**src/hdl/rsa_ram.sv**
```systemverilog
// ----------------------------------------------------------------------------
// rsa_ram
// Generic simple dual-port RAM: one write port, one read port, registered read.
// ----------------------------------------------------------------------------
`default_nettype none

module rsa_ram #(
   parameter int WIDTH = 8,
   parameter int DEPTH = 16
) (
   input  wire logic                     clock,
   input  wire logic                     wr_en,
   input  wire logic [$clog2(DEPTH)-1:0] wr_addr,
   input  wire logic [WIDTH-1:0]         wr_data,
   input  wire logic                     rd_en,
   input  wire logic [$clog2(DEPTH)-1:0] rd_addr,
   output      logic [WIDTH-1:0]         rd_data
);

   logic [WIDTH-1:0] mem_ff [DEPTH];

   // Write, then register the read data on a read strobe
   always_ff @(posedge clock) begin
      if (wr_en) begin
         mem_ff[wr_addr] <= wr_data;
      end
      if (rd_en) begin
         rd_data <= mem_ff[rd_addr];
      end
   end

endmodule : rsa_ram

`default_nettype wire

```
**config.mk**
```make
export PLATFORM = sky130hd
export DESIGN_NAME = rsa_ram
export DESIGN_NICKNAME = d
export VERILOG_FILES = /design/src/hdl/rsa_ram.sv
export SDC_FILE = /design/constraint.sdc
export NUM_CORES = 1
export LEC_CHECK = 0
export ABC_CLOCK_PERIOD_IN_PS = 1800
export BUFFER_PORTS_ARGS = -buffer_cell sky130_fd_sc_hd__buf_2
export CAP_MARGIN = 10
export CORE_MARGIN = 2
export CORE_UTILIZATION = 29
export DETAILED_ROUTE_END_ITERATION = 7
export PLACE_DENSITY = 0.52
export RECOVER_POWER = 100
export SKIP_LAST_GASP = 1
export SYNTH_ARGS = -nofsm -noshare
export SYNTH_HDL_FRONTEND = slang
export SYNTH_SLANG_ARGS = --single-unit
```
**constraint.sdc**
```tcl
create_clock -name clock -period 1.8 [get_ports clock]
set_clock_uncertainty 0.1 [all_clocks]
set_input_delay 0.09 -clock clock [delete_from_list [all_inputs] [get_ports clock]]
set_output_delay 0.09 -clock clock [all_outputs]
set_load 0.05 [all_outputs]
```
# ---- Word level (Yosys, flattened, before mapping)
# Memory sizes are Yosys's and may differ from the RTL's. A register that Yosys moved wholly into a read port is not among the register bits.
# Index checks and enable logic that the tools add are counted.
dict set report totals {
  latch_bits 0
  input_bits 19
  n_memories 1
  ram_bits 128
  wordCells 3
  ff_bits 0
  romBits 0
}
dict set report classes {
  n_addsub 0
  shifts 0
  muxes 2
  mul 0
  n_eq_ne 0
  div_mod_pow 0
  n_lt_le_gt_ge 0
  reduce_logical 0
  n_bitwise 0
}
# name words word_bits rd rd_clocked_by_memory_dff write_ports line_no
set memory_table {}
lappend memory_table {mem_ff 16 8 1 1 1 20} ;# logic [WIDTH-1:0] mem_ff [DEPTH];
# op count
set ops {}
lappend ops {{$mux W1} 2}

# ---- Depth between registers and ports, before layout
dict set report depth {
  word_depth 2
  ltp_mapped 5
  ltp_nobuf 3
}

# ---- Worst setup path before layout
# Ideal clock, no wire load.
dict set report synth_path {
  path_kind {in2reg}
  startpoint {in wr_addr[2]}
  endpoint {mem mem_ff[0][0] (enable)}
  path_stages 2
  slack_ns 0.117
  required_time_ns 1.317
  n_path_buf 0
  arrival_time_ns 1.200
  cell_sequence {or3b_2 > nor3_1}
}
# element line_no
set synth_rtl {}
lappend synth_rtl {{start: declaration} 13} ;# input wire logic [$clog2(DEPTH)-1:0] wr_addr,
lappend synth_rtl {{end: declaration} 20}
# Straight into the memory's write port.

# ---- Worst setup path after layout
dict set report layout_path {
  startpoint {in wr_addr[0]}
  endpoint {mem mem_ff[14][1] (enable)}
}
# Straight into the memory's write port.

==> metrics.txt <==
outcome finished, final reports clean; CTS Buffer Depth 2; Max Transition Viols Final 0; Post-Layout Cell Count between 500 and 600; Syn Area/Cell 22.8 sq um; routed length per placed instance around 20 um; Ys Warns 0; Commonest cells post-synth 136 x edfxtp_1, 18 x mux4_2, 16 x a22oi_1; global-route wire length before repair 16400 um; slowest CP cell dlygate4sd3_1; GR Util All Layers 0.120; top cells by area, synth edfxtp_1 78%, mux4_2 7.8%, mux4_1 7.0%, a22oi_1 2.3%, nor2_1 0.93%; PD cells 1110 mW/mm^2; Die ar. 0.0191 sq mm; Die H 138 um; crit-path most repeated cell clkbuf_1; clk sink count around 140; Finished Cell Area 0.00637 sq mm; Buffers on Ports 26; top_reg_cell synth edfxtp_1; Initial Utilization 0.293; leading area contributor after synthesis edfxtp_1; clk_lat worst skew 0.41 ns; Final Cycle Share 0.947; CP Capture Type register; Fill cells roughly 1.6k; CP Class in -> reg; Detail Route Antenna Nets 0; Layout area overhead 21.9%; final worst setup slack 0.0946 ns; post-synth top area share 0.781; vias in the first global route between 2k and 3k; placed insts 499; via count 2509; dpl hpwl 7070 um; Seq cells post-synth between 100 and 150; Iteration-0 DRC Markers 247; Startpoint Class input port; Seq/Total Area, Yosys 0.781; overall power after layout 7.06 mW; Max Clock Freq 586 MHz; dpl ws -0.0281 ns; min Tclk post-route 1.71 ns; Final GP Congestion 0.706; antenna fix cells 0; number of enable flip-flop cells after synthesis 136; cell with the most instances after synthesis edfxtp_1; Via density 4.63; Worst Tran Pin Value 0.701 ns; Post-Route WL about 11000 um; Final Setup Violations 0; storage element area 0.00408 sq mm; multi-input combinational cell area 0.00106 sq mm; DRC 0; synthesized instance count 229; row cnt 49; CTS tree yes; largest net degree at the start of global routing 21; Net Count, Synth ~250; RSZ-0062 raised after global routing false; Worst Hold Class in -> reg; CTS H-tree lvls 4; Arrival @ worst endpoint 1.65 ns; Area after DPL around 0.0058 sq mm; leakage power 2.10 nW; TritonCTS buffer count 17; nets 319; DRT Pass-1 Iters 5; Clock transition at path regs 0.05 ns; top fanout value on the critical path 8; max_cap viols 0; ys async rst share 0; Max-slew headroom 0.533; IO Count 27; cell area after synthesis 0.00523 sq mm; Yosys cell types 18; Core Footprint 0.0178 sq mm; Die W 138 um; Hold Fails Final Rpt 0; initial antenna violation count 0; fraction of layout cells with a size suffix above 1 0.236; CP required 1.74 ns; CTS Root Cell clkbuf_16; crit path cell chain dlygate4sd3_1, clkbuf_1, nand2b_1, nor2_1, clkbuf_1; TNS Setup 0 ns; Layout Utilization 0.357; CP peak stage delay 0.53 ns; grt total ovfl 0; maximum vdd ir drop between 0.6 and 0.7 mV; WHS 0.175 ns
layer usage:
metal / share of wire / up-vias / GRT usage / routed length, um
met3: 0.044 / 6 / 0.0416 / 476
li1: - / 1124 / - / -
met4: 0.0044 / 0 / 0.0354 / 48
met1: 0.49 / 1311 / 0.174 / 5360
met2: 0.46 / 68 / 0.173 / 5040
met5: 0 / - / 0 / 0
cell families (layout without fill, tap and decap cells):
logic type / Yosys count / in the layout / synth area share
flops: 136 / 136 / 0.781
simple gates: 35 / 35 / 0.0314
mux: 32 / 32 / 0.148
compound gates: 16 / 16 / 0.0230
buf+inv: 10 / 94 / 0.0165
layout make-up:
cell class / instances / share of cell area
Sequential cell: 136 / 0.641
Tap cell: 229 / 0.0450
Clock inverter: 12 / 0.0134
Timing Repair Buffer: 62 / 0.0664
Clock buffer: 20 / 0.0685
Multi-Input combinational cell: 83 / 0.166
path summary, 6_finish.rpt:
check	start	end	slack (ns)	cells after the start
max	wr_addr[0]	mem_ff[14][1]$_DFFE_PP_	0.09	5
min	wr_addr[2]	mem_ff[5][5]$_DFFE_PP_	0.17	3
max reg2reg	mem_ff[1][2]$_DFFE_PP_	rd_data[2]$_DFFE_PP_	0.15	4
min reg2reg	mem_ff[14][5]$_DFFE_PP_	rd_data[5]$_DFFE_PP_	0.64	3
state kept, by name, summed over array words and instances (netlist names):
signal	count
mem_ff	128
rd_data	8
repair_timing:
item / CTS / global route
setup buffers: 0 / 0
hold buffers: 11 / 0
endpoints found under the hold margin: 137 / 0
gates resized for setup: 0 / 0
worst max-delay path, delay by kind of cell:
family	cells	cell delay (ns)
and+or+nand+nor	2	0.34
buffers and inverters	3	1.20
where the power goes:
part           switching (mW)  internal, mW  leakage [nW]
clock                    1.19          1.86         0.263
combinational           0.256         0.161         0.597
sequential             0.0172          3.57          1.24
placed cells by master (no fill, tap or decap), types with 3 or more instances in the layout:
master         count
edfxtp_1         136
clkbuf_1          25
mux4_2            18
clkbuf_16         17
a22oi_1           16
mux4_1            14
nor2_1            13
clkbuf_2          12
dlygate4sd3_1     11
nand2_1            9
buf_2              8
clkinv_2           7
buf_12             5
nor3_1             4
buf_4              4
clkinv_1           3
Note: power is estimated with default switching activity, not from simulation.
